## config.mk

```make
export PLATFORM = sky130hd
export DESIGN_NAME = status_seven_segment_display_unit
export DESIGN_NICKNAME = d
export VERILOG_FILES = /design/src/ssd_pkg.sv /design/src/status_seven_segment_display_unit.sv /design/src/ssd_glyph.sv
export SDC_FILE = /design/constraint.sdc
export NUM_CORES = 1
export LEC_CHECK = 0
export BUFFER_PORTS_ARGS = -buffer_cell sky130_fd_sc_hd__buf_2
export CAP_MARGIN = 25
export CORE_MARGIN = 1.5
export CORE_UTILIZATION = 51
export DETAILED_ROUTE_END_ITERATION = 10
export PLACE_DENSITY = 0.72
export SKIP_LAST_GASP = 1
export SLEW_MARGIN = 20
export SYNTH_ARGS = -nofsm -noshare
export SYNTH_HDL_FRONTEND = slang
export SYNTH_SLANG_ARGS = --single-unit
export TNS_END_PERCENT = 1
```

## constraint.sdc

```tcl
create_clock -name clk -period 2.9 [get_ports clk]
set_input_delay 0.145 -clock clk [delete_from_list [all_inputs] [get_ports clk]]
set_output_delay 0.145 -clock clk [all_outputs]
set_load 0.02 [all_outputs]
```

## src/ssd_pkg.sv

```systemverilog
// Package with the mode codes, field widths and glyph tables of the status digit.
`default_nettype none
package ssd_pkg;

  localparam int unsigned ValueW  = 5;
  localparam int unsigned DigitW  = 4;
  localparam int unsigned SegW    = 8;
  localparam int unsigned NibbleW = 4;
  localparam int unsigned LetterCount = 9;
  localparam logic [ValueW-1:0] BatteryLimit = 5'd10;

  typedef enum logic [1:0] {
    MODE_SET_ERROR   = 2'd0,
    MODE_CLEAR_ERROR = 2'd1,
    MODE_SET_BATTERY = 2'd2,
    MODE_UNUSED      = 2'd3
  } mode_t;

  function automatic logic [SegW-1:0] digit_glyph(input logic [DigitW-1:0] digit);
    logic [SegW-1:0] seg;
    case (digit)
      4'd0:    seg = 8'hFC;
      4'd1:    seg = 8'h60;
      4'd2:    seg = 8'hDA;
      4'd3:    seg = 8'hF2;
      4'd4:    seg = 8'h66;
      4'd5:    seg = 8'hB6;
      4'd6:    seg = 8'hBE;
      4'd7:    seg = 8'hE0;
      4'd8:    seg = 8'hFE;
      4'd9:    seg = 8'hF6;
      default: seg = 8'hFC;
    endcase
    return seg;
  endfunction

  // Letters D, E, F, U, I, J, P, R, T; indexes without a letter stay blank.
  function automatic logic [SegW-1:0] error_glyph(input logic [ValueW-1:0] idx);
    logic [SegW-1:0] seg;
    case (idx)
      5'd0:    seg = 8'h3A;
      5'd1:    seg = 8'h9E;
      5'd2:    seg = 8'h8E;
      5'd3:    seg = 8'h7C;
      5'd4:    seg = 8'h0C;
      5'd5:    seg = 8'h6C;
      5'd6:    seg = 8'hCE;
      5'd7:    seg = 8'h0A;
      5'd8:    seg = 8'h1E;
      default: seg = 8'h00;
    endcase
    return seg;
  endfunction

endpackage
`default_nettype wire

```

## src/status_seven_segment_display_unit.sv

```systemverilog
// Top level of the status seven-segment digit: error and battery state plus the result register.
`default_nettype none
// Each input beat sets or clears one error bit or loads the battery digit, and the refreshed
// digit is registered and appears on the result channel in the next cycle; one beat is taken every cycle. The
// state update, priority encoder and glyph lookup sit between the state registers and a
// single result register, so the only stall is a result still waiting at the output.
// Beats with an error index at or past NUM_ERRORS, and beats with the unused mode code,
// produce no result. A battery level of 10 or more leaves the digit unchanged but still
// produces a result.
module status_seven_segment_display_unit #(
  parameter int unsigned NUM_ERRORS = 9
) (
  input  wire logic                        clk,
  input  wire logic                        rst_n,
  input  wire logic                        in_valid,
  output logic                             in_stall,
  input  wire logic [1:0]                  in_mode,
  input  wire logic [ssd_pkg::ValueW-1:0]  in_value,
  output logic                             out_valid,
  input  wire logic                        out_stall,
  output logic      [ssd_pkg::SegW-1:0]    out_segments,
  output logic      [ssd_pkg::NibbleW-1:0] out_port_low,
  output logic      [ssd_pkg::NibbleW-1:0] out_port_high
);

  localparam logic [ssd_pkg::ValueW:0] NumErr = (ssd_pkg::ValueW + 1)'(NUM_ERRORS);

  logic [NUM_ERRORS-1:0]        mask_r, mask_nxt;
  logic [ssd_pkg::DigitW-1:0]   battery_r, battery_nxt;
  logic                         out_valid_r;
  logic [ssd_pkg::SegW-1:0]     seg_r, seg_nxt;
  logic [NUM_ERRORS-1:0]        sel;
  logic                         idx_ok;
  logic                         accept;
  logic                         produce;

  assign in_stall = out_valid_r && out_stall;
  assign accept   = in_valid && !in_stall;
  assign idx_ok   = {1'b0, in_value} < NumErr;

  always_comb begin
    for (int unsigned i = 0; i < NUM_ERRORS; i++) begin
      sel[i] = (in_value == ssd_pkg::ValueW'(i));
    end
  end

  always_comb begin
    mask_nxt    = mask_r;
    battery_nxt = battery_r;
    produce     = 1'b0;
    case (in_mode)
      ssd_pkg::MODE_SET_ERROR: begin
        mask_nxt = mask_r | sel;
        produce  = idx_ok;
      end
      ssd_pkg::MODE_CLEAR_ERROR: begin
        mask_nxt = mask_r & ~sel;
        produce  = idx_ok;
      end
      ssd_pkg::MODE_SET_BATTERY: begin
        if (in_value < ssd_pkg::BatteryLimit) begin
          battery_nxt = in_value[ssd_pkg::DigitW-1:0];
        end
        produce = 1'b1;
      end
      default: begin
        produce = 1'b0;
      end
    endcase
  end

  ssd_glyph #(
    .NUM_ERRORS(NUM_ERRORS)
  ) u_glyph (
    .error_mask   (mask_nxt),
    .battery_digit(battery_nxt),
    .segments     (seg_nxt)
  );

  always_ff @(posedge clk) begin
    if (!rst_n) begin
      mask_r      <= '0;
      battery_r   <= '0;
      out_valid_r <= 1'b0;
    end else begin
      if (accept) begin
        mask_r    <= mask_nxt;
        battery_r <= battery_nxt;
      end
      if (accept) begin
        out_valid_r <= produce;
      end else if (!out_stall) begin
        out_valid_r <= 1'b0;
      end
    end
  end

  always_ff @(posedge clk) begin
    if (accept && produce) begin
      seg_r <= seg_nxt;
    end
  end

  assign out_valid     = out_valid_r;
  assign out_segments  = seg_r;
  assign out_port_low  = {seg_r[0], seg_r[3], seg_r[4], seg_r[5]};
  assign out_port_high = {seg_r[1], seg_r[2], seg_r[7], seg_r[6]};

`ifndef NO_ASSERTIONS
  a_battery_range: assert property (@(posedge clk) disable iff (!rst_n)
    battery_r <= ssd_pkg::DigitW'(9))
    else $error("Battery digit left the range 0 to 9.");

  a_point_without_errors: assert property (@(posedge clk) disable iff (!rst_n)
    (out_valid_r && mask_r == '0) |-> !seg_r[0])
    else $error("Decimal point lit while no error is set.");

  a_unused_mode_keeps_state: assert property (@(posedge clk) disable iff (!rst_n)
    (accept && in_mode == ssd_pkg::MODE_UNUSED) |=> ($stable(mask_r) && $stable(battery_r)))
    else $error("Beat with the unused mode changed the state.");

  a_no_result_unused_mode: assert property (@(posedge clk) disable iff (!rst_n)
    (accept && in_mode == ssd_pkg::MODE_UNUSED) |=> !out_valid_r)
    else $error("Beat with the unused mode produced a result.");
`endif

endmodule
`default_nettype wire

```

## src/ssd_glyph.sv

```systemverilog
// Segment encoder: picks the battery digit or the highest error letter and sets the point.
`default_nettype none
module ssd_glyph #(
  parameter int unsigned NUM_ERRORS = 9
) (
  input  wire logic [NUM_ERRORS-1:0]      error_mask,
  input  wire logic [ssd_pkg::DigitW-1:0] battery_digit,
  output logic      [ssd_pkg::SegW-1:0]   segments
);

  logic [ssd_pkg::ValueW-1:0] top_idx;
  logic                       multi;
  logic [ssd_pkg::SegW-1:0]   base;

  always_comb begin
    top_idx = '0;
    for (int unsigned i = 0; i < NUM_ERRORS; i++) begin
      if (error_mask[i]) begin
        top_idx = ssd_pkg::ValueW'(i);
      end
    end
  end

  assign multi = |(error_mask & (error_mask - NUM_ERRORS'(1)));

  always_comb begin
    if (error_mask == '0) begin
      base = ssd_pkg::digit_glyph(battery_digit);
    end else begin
      base = ssd_pkg::error_glyph(top_idx);
    end
    segments = {base[ssd_pkg::SegW-1:1], base[0] | multi};
  end

endmodule
`default_nettype wire

```

==> results of run 1 <==
worst max path at each step:
stage,startpoint,to,slack [ps],cells past startpoint
4_1_cts,in_value[3],out_segments[2]$_DFFE_PP_,330,10
6_report,in_value[3],out_segments[2]$_DFFE_PP_,330,10
5_1_grt,in_value[3],out_segments[2]$_DFFE_PP_,180,10
3_3_place_gp,in_value[3],out_segments[2]$_DFFE_PP_,150,10
2_1_floorplan,in_value[2],out_segments[2]$_DFFE_PP_,140,11
3_5_place_dp,in_value[3],out_segments[2]$_DFFE_PP_,60,10
cell families after synthesis:
group | after synthesis | share of synthesized area
buf+inv | 33 | 0.0875
flops | 22 | 0.262
simple gates | 97 | 0.273
compound gates | 73 | 0.266
mux | 7 | 0.0384
fa+ha+maj | 11 | 0.0692
xor+xnor | 1 | 0.00441
flip-flops by register name, summed over array words and instances (netlist names):
register,cells
out_segments,8
out_valid,1
mask_r,9
battery_r,4
per-layer routing:
metal / vias up / GRT usage / wire length [µm]
li1: 932 / - / -
met1: 860 / 0.326 / 2190
met2: 51 / 0.367 / 2100
met3: 10 / 0.0548 / 250
met4: 0 / 0.0833 / 85
met5: - / 0 / 0
per-stage QoR:
stage | hold slack, ps | total power, mW | setup slack (ps) | instances | utilization
after floorplan | 299 | 0.506 | 136 | 244 | -
after global placement | 457 | 0.553 | 151 | 306 | 0.578
after detailed placement | 465 | 0.555 | 59.7 | 306 | 0.578
after CTS | 233 | 0.754 | 328 | 310 | 0.590
after global routing | 252 | 0.790 | 180 | 310 | 0.590
final | 227 | 0.748 | 327 | 310 | 0.590
tightest hold or removal path: stages:
cell and delay [ps]:
buf_2 70, nand2_1 70, inv_1 70, o21a_1 110
power breakdown:
| part | total (mW) | switching [mW] | internal, mW |
|---|---|---|---|
| clock | 0.198 | 0.104 | 0.0947 |
| combinational | 0.207 | 0.127 | 0.0799 |
| sequential | 0.342 | 0.00582 | 0.336 |
area by class of cell:
class / count / area share
multi-input combinational: 189 / 0.595
sequential: 22 / 0.239
timing repair buffer: 40 / 0.106
tap: 48 / 0.0276
clock buffer: 3 / 0.0190
inverter: 7 / 0.0121
clock inverter: 1 / 0.00173
placed cells by master (no fill, tap or decap), types with 4 or more instances in the layout:
| cell type | n |
|---|---|
| a211o_1 | 4 |
| a21boi_0 | 4 |
| a21oi_1 | 12 |
| a31oi_1 | 6 |
| and2_1 | 5 |
| buf_2 | 28 |
| buf_4 | 12 |
| dfxtp_1 | 14 |
| edfxtp_1 | 8 |
| ha_1 | 11 |
| inv_1 | 7 |
| mux2i_1 | 4 |
| nand2_1 | 31 |
| nand3_1 | 6 |
| nor2_1 | 13 |
| nor3_1 | 8 |
| nor3b_1 | 5 |
| o211a_1 | 4 |
| o211ai_1 | 5 |
| o21ai_0 | 13 |
==> metrics.md, run 1 <==
| Metric | Value |
|---|---|
| Crit Path Class | input pin to register |
| Largest net degree at the start of global routing | 26 |
| Critical path startpoint category | input pin |
| Initial antenna violation count | 0 |
| Yosys top cell by area | dfxtp_1 |
| Largest fanout on the critical path | 8 |
| Min-Delay Startpoint | out_stall |
| Register area | 520 µm² |
| Yosys warnings | 0 |
| VDD IR max | 0.000244 V |
| Grt total ovfl | 0 |
| Delay-heaviest family, CP | compound AO/OA/AOI/OAI gates |
| Clock Sinks | 22 |
| Post-synth top area share | 0.141 |
| Syn Std Cell Area | 0.00199 mm² |
| Clock tree buffer depth | 2 |
| Final Hold Fails | 0 |
| Critical path buffer and inverter count | 1 |
| Wirelength per Cell | 14.9 µm |
| CP Cell Sequence | buf_2 > or4_4 > or3_1 > a31oi_1 > o21ai_1 > a21oi_1 > o21ai_0 > ha_1 > a2111oi_1 > a211o_1 |
| Setup TNS Final | 0 ps |
| Sequential cell area fraction in the yosys report | 0.262 |
| Worst Hold End | out_valid$_SDFFE_PN0P_ |
| Flop-to-flop setup slack | 480 ps |
| Max Clock Skew | 6.13 ps |
| Core footprint | 0.00369 mm² |
| R2R cell count | 8 |
| Outcome | complete, no violations |
| Fin area | 0.00218 mm² |
| Setup Buffers After CTS | 0 |
| Most frequent cells after synthesis | nand2_1, dfxtp_1, nor2_1, o21ai_0 |
| Vias per cell | 5.98 |
| Syn Inst Count | 244 |
| Clk_lat worst skew | 270 ps |
| Final Cycle Share | 0.887 |
| Seq cells post-synth | 22 |
| Nets | 285 |
| First-pass GRT wire length | 7960 µm |
| Max Cap Viol | 0 |
| Overall routing resource usage | 0.238 |
| Routed WL | 4620 µm |
| Crit end category | register |
| Vias in the first global route | 1697 |
| Area of the multi-input gates | 0.00129 mm² |
| Synth cell types | 57 |
| # IOs | 29 |
| Most common cell in the netlist | nand2_1 |
| Slew headroom | 0.624 |
| ANT nets after route | 0 |
| TritonCTS Buffers | 3 |
| Min-delay worst type | input pin to register |
| Die extent in x | 65.4 µm |
| Fmax | 389 MHz |
| Worst-path clk slew | 80 ps |
| Top post-synthesis cells by area | dfxtp_1, edfxtp_1, ha_1, nand2_1, o21ai_0 |
| Starting Density | 0.539 |
| GP Congestion | 0.879 |
| Max incr delay on CP | 540 ps |
| Slowest CP cell | or4_4 |
| Syn Nets | 266 |
| Clk root buf | clkbuf_8 |
| RSZ-0062 raised after global routing | false |
| DR vias | 1853 |
| Actual slew at the worst max-slew pin | 564 ps |
| Area Overhead vs Synth | 9.44% |
| Reg2reg start | mask_r[2]$_SDFFE_PN0P_ |
| Htree depth | 1 |
| Slew Viols, Final | 0 |
| 1st-iter DRT viols | 162 |
| Diodes inserted | 0 |
| Most common flop cell mapped by yosys | dfxtp_1 |
| Critical Path RT | 3040 ps |
| Setup Viol. Count Final | 0 |
| Hold depth | 4 |
| DR pass1 iterations | 4 |
| Fillers | 343 |
| Layout cells sized above 1 | 0.225 |
| Die H | 65.4 µm |
| Post-CTS Resized | 0 |
| Critical Path AT | 2720 ps |
| Fin crit period | 2570 ps |
| Row Count | 22 |
| Placement-stage cell area | 0.00213 mm² |
| Final HPWL DP | 3370 µm |
| Worst flop-to-flop path endpoint | out_segments[2]$_DFFE_PP_ |
| Post-synth ARST share | 0 |
| Leak | 0.943 nW |
| Hold_buf cts | 0 |
| Syn_area_per_cell | 8.15 µm² |
| Total die area | 0.00428 mm² |
| PwrDens | 344 mW/mm² |
| PortBufs | 28 |
| CTS tree | done |
| Number of synthesized flops with an enable pin | 8 |
| Drt drc | 0 |
(Power assumes the default switching activity.)
==> run 2: changes to the inputs <==
- PLACE_DENSITY: 0.72 -> 0.76
- SKIP_LAST_GASP: 1 -> not set
==> metrics.md, run 2 (synthesis gave the netlist of run 1 again) <==
| Metric | Value |
|---|---|
| Total power | 747 µW |
| Critical Path RT | 3040 ps |
| Diodes inserted | 0 |
| Htree depth | 1 |
| Max FFs per register | 9 |
| Register with the most flip-flops | mask_r |
| Critical path buffer and inverter count | 1 |
| # IOs | 29 |
| Clock tree buffer depth | 2 |
| Actual slew at the worst max-slew pin | 584 ps |
| RSZ-0062 raised after global routing | false |
| Fin crit period | 2590 ps |
| Grt total ovfl | 0 |
| Drt drc | 0 |
| Commonest non-fill, non-tap cell in the layout | nand2_1 |
| Core footprint | 0.00369 mm² |
| Critical path startpoint category | input pin |
| DR vias | 1860 |
| Post-layout util | 0.588 |
| CTS tree | done |
| Most frequent cells in the layout | nand2_1, buf_2, dfxtp_1 |
| TritonCTS Buffers | 3 |
| Setup Viol. Count Final | 0 |
| Total die area | 0.00428 mm² |
| CP Cell Sequence | buf_2 > or4_4 > or3_1 > a31oi_1 > o21ai_1 > a21oi_1 > o21ai_0 > ha_1 > a2111oi_1 > a211o_1 |
| VDD IR max | 0.000321 V |
| 1st-iter DRT viols | 150 |
| Clk_lat worst skew | 270 ps |
| PwrDens | 345 mW/mm² |
| Clock Sinks | 22 |
| Largest net degree at the start of global routing | 26 |
| Min-delay worst type | input pin to register |
| PortBufs | 28 |
| Initial antenna violation count | 0 |
| Vias per cell | 6.02 |
| Layout cells sized above 1 | 0.222 |
| Delay-heaviest family, CP | compound AO/OA/AOI/OAI gates |
| Die H | 65.4 µm |
| Hold_buf cts | 0 |
| GP Congestion | 0.909 |
| DR pass1 iterations | 4 |
| Slowest CP cell | or4_4 |
| Fmax | 386 MHz |
| Row Count | 22 |
| Vias in the first global route | 1722 |
| Final HPWL DP | 3420 µm |
| Slew Viols, Final | 0 |
| Starting Density | 0.539 |
| Setup Buffers After CTS | 0 |
| Outcome | complete, no violations |
| Wirelength per Cell | 15.0 µm |
| Routed WL | 4640 µm |
| Worst-path clk slew | 80 ps |
| Max Clock Skew | 6.30 ps |
| First-pass GRT wire length | 7940 µm |
| Max incr delay on CP | 540 ps |
| Fin Hold WS | 228 ps |
| Post-CTS Resized | 0 |
| Slew headroom | 0.611 |
| Die extent in x | 65.4 µm |
| Clk root buf | clkbuf_8 |
| Leak | 0.938 nW |
| Crit end category | register |
| Crit Path Class | input pin to register |
| Critical Path AT | 2730 ps |
| Final Cycle Share | 0.892 |
| Area Overhead vs Synth | 9.06% |
| Max Cap Viol | 0 |
| Nets | 284 |
| Setup TNS Final | 0 ps |
| Overall routing resource usage | 0.237 |
| Final Hold Fails | 0 |
| Largest fanout on the critical path | 8 |
| ANT nets after route | 0 |
run 2: changes by cell type in the layout (fill, tap and decap cells not counted), sizes merged:
cell / before / now
buf: 40 / 39
run 2: routing by layer:
metal  up-vias  routed length [µm]  track usage
li1        927                   -            -
met1       885                2090        0.308
met2        44                2290        0.406
met3         4                 221       0.0479
met4         0                  34       0.0495
met5         -                   0            0
run 2: power breakdown:
| part | switching (mW) | internal, mW | total [mW] |
|---|---|---|---|
| registers | 0.00580 | 0.336 | 0.342 |
| clock network | 0.103 | 0.0948 | 0.198 |
| logic | 0.128 | 0.0790 | 0.207 |
run 2: path summary, 6_finish.rpt:
path	startpoint	endpoint	slack, ps	cells past startpoint
max	in_value[3]	out_segments[2]$_DFFE_PP_	310	10
min	out_stall	out_valid$_SDFFE_PN0P_	230	4
max reg2reg	mask_r[2]$_SDFFE_PN0P_	out_segments[1]$_DFFE_PP_	490	9
min reg2reg	battery_r[3]$_SDFFE_PN0P_	battery_r[3]$_SDFFE_PN0P_	470	2
run 2: per-stage QoR:
step | setup WS, ps | cell area, µm² | std cells
finish | 312 | 2170 | 309
global route | 165 | 2170 | 309
CTS | 324 | 2170 | 309
detailed placement | 40.6 | 2120 | 305
global placement | 147 | 2120 | 305
floorplan | 136 | 1990 | 244
run 2: worst register-to-register path, stage by stage (launching register included):
cell and delay (ps):
dfxtp_1 410, and3b_1 200, o211ai_1 280, nand2_1 190, o21ai_0 290, and2_1 230, ha_1 170, nor2b_2 180
nor3_1 60, a21o_1 180
run 2: final cells by class:
class	count	area, µm²
fillers	347	1520
multi-input cells	189	1290
flip-flops and latches	22	520
repair buffers	39	223
well taps	48	60.1
clock buffers	3	41.3
inverters	7	26.3
clock inverters	1	3.75
